===== config.mk =====
export PLATFORM = sky130hd
export DESIGN_NAME = refcounted_id_acceptance_filter_top
export DESIGN_NICKNAME = d
export VERILOG_FILES = /design/src/rtl/core/idf_pkg.sv /design/src/rtl/core/idf_cell.sv /design/src/rtl/core/refcounted_id_acceptance_filter_top.sv
export SDC_FILE = /design/constraint.sdc
export NUM_CORES = 2
export LEC_CHECK = 0
export BUFFER_PORTS_ARGS = -buffer_cell sky130_fd_sc_hd__buf_4
export CAP_MARGIN = 10
export CORE_ASPECT_RATIO = 1.25
export CORE_MARGIN = 4
export CORE_UTILIZATION = 50
export DETAILED_ROUTE_END_ITERATION = 10
export PLACE_DENSITY = 0.65
export RECOVER_POWER = 25
export SYNTH_ARGS = -nofsm -noshare
export SYNTH_HDL_FRONTEND = slang
export SYNTH_SLANG_ARGS = --single-unit

===== constraint.sdc =====
create_clock -name clk -period 3.7 [get_ports clk]
set_clock_uncertainty 0.2 [all_clocks]
set_input_delay 0.185 -clock clk [delete_from_list [all_inputs] [get_ports clk]]
set_output_delay 0.185 -clock clk [all_outputs]
set_load 0.005 [all_outputs]

===== src/rtl/core/idf_pkg.sv =====
// ----------------------------------------------------------------------------
// idf_pkg - shared types and codes for the ID acceptance filter
// Request and status codes, the link record passed along the cell chain, and
// the update command broadcast to the cells once a scan has finished.
// ----------------------------------------------------------------------------
package idf_pkg;

  localparam int ID_W             = 29;
  localparam int USERS_W          = 8;
  localparam int FILTER_SLOTS_DEF = 16;

  localparam logic [USERS_W-1:0] USERS_MAX = {USERS_W{1'b1}};

  // request codes
  localparam logic [1:0] REQ_ADD    = 2'd0;
  localparam logic [1:0] REQ_REMOVE = 2'd1;
  localparam logic [1:0] REQ_CHECK  = 2'd2;

  // status codes
  localparam logic [1:0] ST_OK        = 2'd0;
  localparam logic [1:0] ST_FULL      = 2'd1;
  localparam logic [1:0] ST_NOT_FOUND = 2'd2;

  // update applied to the marked cell after a scan
  typedef enum logic [1:0] {
    CMD_NONE  = 2'd0,
    CMD_INC   = 2'd1,
    CMD_DEC   = 2'd2,
    CMD_ALLOC = 2'd3
  } cmd_op_t;

  typedef struct packed {
    logic              valid;
    cmd_op_t           op;
    logic [ID_W-1:0]   id;
  } cmd_t;

  // scan record handed from cell to cell
  typedef struct packed {
    logic               active;
    logic [1:0]         req;
    logic [ID_W-1:0]    id;
    logic               hit;
    logic [USERS_W-1:0] users;
    logic               free_found;
  } link_t;

endpackage


===== src/rtl/core/idf_cell.sv =====
// ----------------------------------------------------------------------------
// idf_cell - one filter slot of the chain
// Holds an ID, a valid bit and a user count. Compares the passing scan
// record, marks itself as the hit or the first free slot, and applies the
// broadcast update when it is the marked one.
// ----------------------------------------------------------------------------
module idf_cell import idf_pkg::*; (
  input  logic  clk,
  input  logic  rst,
  input  link_t link_in,
  output link_t link_out,
  input  cmd_t  cmd
);

  logic [ID_W-1:0]    slot_id;
  logic               slot_valid;
  logic [USERS_W-1:0] slot_users;
  logic               mark_hit;
  logic               mark_free;
  logic               hit_here;
  logic               free_here;
  link_t              link_next;

  // local compare against the passing record
  assign hit_here  = slot_valid && (slot_id == link_in.id);
  assign free_here = !slot_valid && !link_in.free_found;

  always_comb begin
    link_next            = link_in;
    link_next.hit        = link_in.hit | hit_here;
    link_next.users      = hit_here ? slot_users : link_in.users;
    link_next.free_found = link_in.free_found | !slot_valid;
  end

  // chain register and marks
  always_ff @(posedge clk) begin
    if (rst) begin
      link_out  <= '0;
      mark_hit  <= 1'b0;
      mark_free <= 1'b0;
    end else begin
      link_out <= link_next;
      if (link_in.active) begin
        mark_hit  <= hit_here;
        mark_free <= free_here;
      end
    end
  end

  // slot update
  always_ff @(posedge clk) begin
    if (rst) begin
      slot_valid <= 1'b0;
      slot_users <= '0;
    end else if (cmd.valid) begin
      case (cmd.op)
        CMD_INC: begin
          if (mark_hit && slot_users != USERS_MAX) slot_users <= slot_users + 1'b1;
        end
        CMD_DEC: begin
          if (mark_hit) begin
            if (slot_users <= USERS_W'(1)) begin
              slot_users <= '0;
              slot_valid <= 1'b0;
            end else begin
              slot_users <= slot_users - 1'b1;
            end
          end
        end
        CMD_ALLOC: begin
          if (mark_free) begin
            slot_valid <= 1'b1;
            slot_users <= USERS_W'(1);
          end
        end
        default: ;
      endcase
    end
  end

  // ID payload, no reset
  always_ff @(posedge clk) begin
    if (cmd.valid && cmd.op == CMD_ALLOC && mark_free) slot_id <= cmd.id;
  end

endmodule


===== src/rtl/core/refcounted_id_acceptance_filter_top.sv =====
// ----------------------------------------------------------------------------
// refcounted_id_acceptance_filter_top - reference-counted ID filter pool
// A row of filter slots with add, remove and check requests.
// ----------------------------------------------------------------------------
// Usage:
//   Raise start with req_type and msg_id while busy is low; the item is taken
//   at that edge and busy rises until the result is shown.
//   One result per item appears on status, accepted and user_count with done
//   high for exactly one cycle; the receiver cannot hold it off.
//   The request record walks the slot chain, one cell a cycle, and the result
//   is registered from the chain's tail. The update to the hit or first free
//   slot is registered with the result and lands in the cycle after it. A new
//   item is taken only once busy falls, so items never overlap in the chain.
//   bypass is written through cfg_wr_en / cfg_wr_data; the user must write it
//   only while idle, as the block itself does not enforce this.
//   Synchronous reset empties every slot, clears bypass and idles the block.
// ----------------------------------------------------------------------------
module refcounted_id_acceptance_filter_top import idf_pkg::*; #(
  parameter int FILTER_SLOTS = FILTER_SLOTS_DEF
) (
  input  logic               clk,
  input  logic               rst,
  input  logic               start,
  output logic               busy,
  input  logic [1:0]         req_type,
  input  logic [ID_W-1:0]    msg_id,
  input  logic               cfg_wr_en,
  input  logic               cfg_wr_data,
  output logic               done,
  output logic [1:0]         status,
  output logic               accepted,
  output logic [USERS_W-1:0] user_count
);

  link_t              links [FILTER_SLOTS+1];
  link_t              head;
  link_t              tail;
  cmd_t               cmd;
  cmd_t               cmd_next;
  logic               pending;
  logic               bypass;
  logic               take;
  logic [1:0]         status_next;
  logic               accepted_next;
  logic [USERS_W-1:0] users_next;

  assign take  = start && !busy;
  assign busy  = pending;
  assign links[0] = head;
  assign tail  = links[FILTER_SLOTS];

  // cell chain
  for (genvar i = 0; i < FILTER_SLOTS; i++) begin : g_cell
    idf_cell u_cell (
      .clk      (clk),
      .rst      (rst),
      .link_in  (links[i]),
      .link_out (links[i+1]),
      .cmd      (cmd)
    );
  end

  // head of chain and item tracking
  always_ff @(posedge clk) begin
    if (rst) begin
      head    <= '0;
      pending <= 1'b0;
    end else begin
      head <= '{active: take, req: req_type, id: msg_id, hit: 1'b0,
                users: '0, free_found: 1'b0};
      if (take) pending <= 1'b1;
      else if (tail.active) pending <= 1'b0;
    end
  end

  // bypass register
  always_ff @(posedge clk) begin
    if (rst) bypass <= 1'b0;
    else if (cfg_wr_en) bypass <= cfg_wr_data;
  end

  // outcome from the finished scan
  always_comb begin
    status_next   = ST_OK;
    accepted_next = 1'b0;
    users_next    = '0;
    cmd_next      = '0;
    cmd_next.id   = tail.id;
    cmd_next.op   = CMD_NONE;
    case (tail.req)
      REQ_ADD: begin
        if (tail.hit) begin
          users_next  = (tail.users == USERS_MAX) ? USERS_MAX : tail.users + 1'b1;
          cmd_next.op = CMD_INC;
        end else if (tail.free_found) begin
          users_next  = USERS_W'(1);
          cmd_next.op = CMD_ALLOC;
        end else begin
          status_next = ST_FULL;
        end
      end
      REQ_REMOVE: begin
        if (tail.hit) begin
          users_next  = (tail.users == '0) ? '0 : tail.users - 1'b1;
          cmd_next.op = CMD_DEC;
        end else begin
          status_next = ST_NOT_FOUND;
        end
      end
      REQ_CHECK: begin
        accepted_next = bypass | tail.hit;
        users_next    = tail.hit ? tail.users : '0;
      end
      default: ;
    endcase
    cmd_next.valid = tail.active && (cmd_next.op != CMD_NONE);
  end

  // result and update registers
  always_ff @(posedge clk) begin
    if (rst) begin
      done <= 1'b0;
      cmd  <= '0;
    end else begin
      done <= tail.active;
      cmd  <= cmd_next;
    end
  end

  always_ff @(posedge clk) begin
    if (tail.active) begin
      status     <= status_next;
      accepted   <= accepted_next;
      user_count <= users_next;
    end
  end

  // checks
  a_done_follows_busy: assert property (@(posedge clk) disable iff (rst)
    done |-> $past(busy))
    else $error("result without an item in flight");

  a_tail_while_busy: assert property (@(posedge clk) disable iff (rst)
    tail.active |-> busy)
    else $error("scan finished with no item pending");

  a_idle_after_done: assert property (@(posedge clk) disable iff (rst)
    done |-> !busy)
    else $error("block still busy when result shown");

  a_fail_no_count: assert property (@(posedge clk) disable iff (rst)
    (done && (status == ST_FULL || status == ST_NOT_FOUND)) |-> (user_count == '0 && !accepted))
    else $error("failed request reports a count");

  a_cmd_after_done: assert property (@(posedge clk) disable iff (rst)
    cmd.valid |-> done)
    else $error("slot update without a result");

endmodule


==> summary.txt <==
Placement
  – DP Worst Slack: 0.710 ns
  – Dpl hpwl: 91.8 mm
  – Placed Cells: 6053
  – Number of port buffers: 48
  – Cell Area, Placed: 55700 sq um
  – GPL Wtd Cong: 0.848

Synth
  – Async set-reset flop share out of synthesis: 0%
  – Mapped Avg Cell Area: 11.3 sq um
  – Post-synth top cells: dfxtp_1 (915), nor2b_1 (579), edfxtp_1 (475), xnor2_1 (306), nand2_1 (280)
  – Syn_nets: 4828
  – Synth Warn #: 0
  – Number of synthesized flops with an enable pin: 475
  – Area contributors post-synth: dfxtp_1 (34%), edfxtp_1 (27%), nor2b_1 (6.7%), xnor2_1 (5.0%), xor2_1 (3.1%)
  – Cell Area, Synth: 53800 sq um
  – Seq/Total Area, Yosys: 60.6%
  – Mapped Cells: 4741
  – Top-count cell post-synth: dfxtp_1
  – Cell taking the most area after synthesis: dfxtp_1
  – Seq cells post-synth: 1390
  – Yosys top cell area share: 34.1%
  – Ys flop type: dfxtp_1
  – Library cells used by synthesis: 91

Worst setup path
  – Crit-path max cell delay: 1.59 ns
  – Crit path kind: in2reg
  – Worst Path Arrival: 3.62 ns
  – Critical path's slowest cell: clkbuf_2
  – Critical Path, Cell by Cell: dlygate4sd3_1 > clkbuf_2 > inv_6 > buf_4 > nand2_1 > a21oi_1 > a31o_2
  – Crit end category: register
  – Worst-case reg-to-reg path depth: 6
  – Crit-path max FO: 89
  – Critical Path RT: 4.12 ns
  – Startpoint types: primary input

STA
  – Final hold vios: 0
  – Period minus WS final: 3.20 ns
  – Max-slew headroom: -52.9%
  – Period Utilization, post-route: 86.5%
  – Worst-Margin Slew: 2.29 ns
  – Final WS setup: 0.499 ns
  – Number of max-slew violations in the final report: 394
  – Fin Setup TNS: 0 ns
  – Final Setup Violations: 0
  – Fmax: 0.312 GHz
  – Unrepaired setup endpoints after global routing: false

Clock network
  – Root Buffer: clkbuf_16
  – Clock sinks: 1390
  – CTS tree: built
  – Clock slew at reported path FFs: 0.06 ns
  – H-tree levels: 4
  – Clock Path Buffers: 3
  – Worst-Skew Late Latency: 0.75 ns
  – Cts bufs inserted: 137

Power and ir drop
  – Leakage: 21.0 nW
  – Pwr per Cell Area: 499 nW/um^2
  – Peak supply drop: 0.486 mV

Final layout
  – Layout Nets: 4918
  – Non-Filler Instances: 6374
  – Area Overhead vs Synth: 13.2%
  – Final Util: 57.0%
  – Layout cell share with drive strength beyond 1: 8.49%
  – Design Area, Final: 60900 sq um

Global routing
  – First-pass GRT wire length: 208 mm
  – Met2 usage: 40.5%
  – Largest net degree at the start of global routing: 195
  – Global Route met1 Usage: 32.5%
  – Gr busiest metal: met2
  – Antenna violations before repair: 4
  – GRT Util Overall: 24.2%
  – Vias in the first global route: 33.8k
  – Overflow after GRT: 0
  – Met3 Track Usage GR: 3.33%

Routing
  – DRC: 0
  – Routed wire length: 138 mm
  – Via/cell ratio: 5.54
  – Drt wl/cell: 21.6 um
  – Drt pass-1 iters: 5
  – DR iter-0 viols: 3241
  – Vias: 35.3k
  – Final antenna-violating net count: 0

Die
  – Io pins: 49
  – Chip Width: 301 um
  – CORE AREA: 107000 sq um
  – # rows: 134
  – Initial Utilization: 50.4%
  – Die Y: 375 um
  – Die area: 113000 sq um

Min path
  – HP Class: in2reg
  – WHS Path Cells: 3

Run
  – Max_cap viols: 19

Run status
  – Failing checks: max-capacitance violations, max-slew violations
  – Status: complete, but fails checks
worst max-delay path: cells and delay by family:
kind	cells	cell delay, ns
buffers and inverters	4	2.91
AND/OR/NAND/NOR	1	0.12
AO/OA/AOI/OAI	2	0.27
layout by cell type, fill, tap and decap left out, types with 51 or more instances in the layout:
cell type / Yosys / routed
dlygate4sd3_1: 0 / 66
nand2_1: 280 / 280
edfxtp_1: 475 / 475
ha_1: 51 / 51
buf_4: 8 / 118
nor4_1: 83 / 77
xnor2_1: 306 / 306
clkbuf_1: 208 / 59
clkbuf_16: 0 / 144
xor2_1: 188 / 188
inv_1: 88 / 87
o21ai_0: 122 / 122
nand4_1: 116 / 116
a21oi_1: 256 / 256
nor3_1: 83 / 83
nand3_1: 109 / 109
a211oi_1: 51 / 51
mux2i_1: 83 / 83
nor2b_1: 579 / 578
nor2_1: 185 / 185
dfxtp_1: 915 / 914
metal layers:
layer	part of all wire [%]	wire length (um)
met5	0	0
met1	43	59600
met3	5.1	7100
met2	49	67300
met4	2.8	3910
area by class of cell:
type                       count  area (sq um)
fill                        8936         45900
sequential                  1390         32600
multi-input combinational   2999         19800
clock buffer                 200          4000
tap                         1428          1790
timing repair buffer         214          1760
clock inverter                53           572
inverter                      89           339
antenna                        1          2.50
power by group:
group          leakage (nW)  internal [mW]  switching (mW)
clock                  2.24           8.24            5.81
combinational          7.65          0.183           0.335
sequential             11.1           15.7          0.0584
cells by family after synthesis:
family          after synthesis  synth area share, %
fa+ha+maj                    51                 1.19
buf+inv                     352                 2.65
simple gates               1604                 16.4
flops                      1390                 60.6
xor+xnor                    495                 8.09
mux                          83                 1.54
compound gates              766                 9.57
timing repair:
item	4_1_cts	5_1_grt
resized for setup	0	0
hold endpoints to repair	115	0
hold buffers	66	0
setup buffers	0	0
stage by stage:
stage               power, mW  hold slack, ns
floorplan                16.4           0.113
global placement         16.6           0.194
detailed placement       16.6           0.200
CTS                      30.6          0.0186
global route             31.3          0.0270
finish                   30.4          0.0648
flip-flops by register name, summed over array words and instances, names as in the netlist:
name	cells
accepted	1
busy	1
bypass	1
cmd	32
done	1
g_cell.u_cell.link_out	672
g_cell.u_cell.mark_free	16
g_cell.u_cell.mark_hit	16
g_cell.u_cell.slot_id	464
g_cell.u_cell.slot_users	128
g_cell.u_cell.slot_valid	16
head	32
status	2
user_count	8
worst paths after layout:
| check | startpoint | to | slack, ns |
|---|---|---|---|
| max | rst | g_cell[13].u_cell.link_out[6] | 0.50 |
| min reg2reg | g_cell[5].u_cell.link_out[3] | g_cell[6].u_cell.link_out[3] | 0.23 |
| max reg2reg | cmd[29] | g_cell[8].u_cell.slot_users[7] | 0.67 |
| min | msg_id[1] | head[11] | 0.06 |
Note: power is estimated with default switching activity, not from simulation.
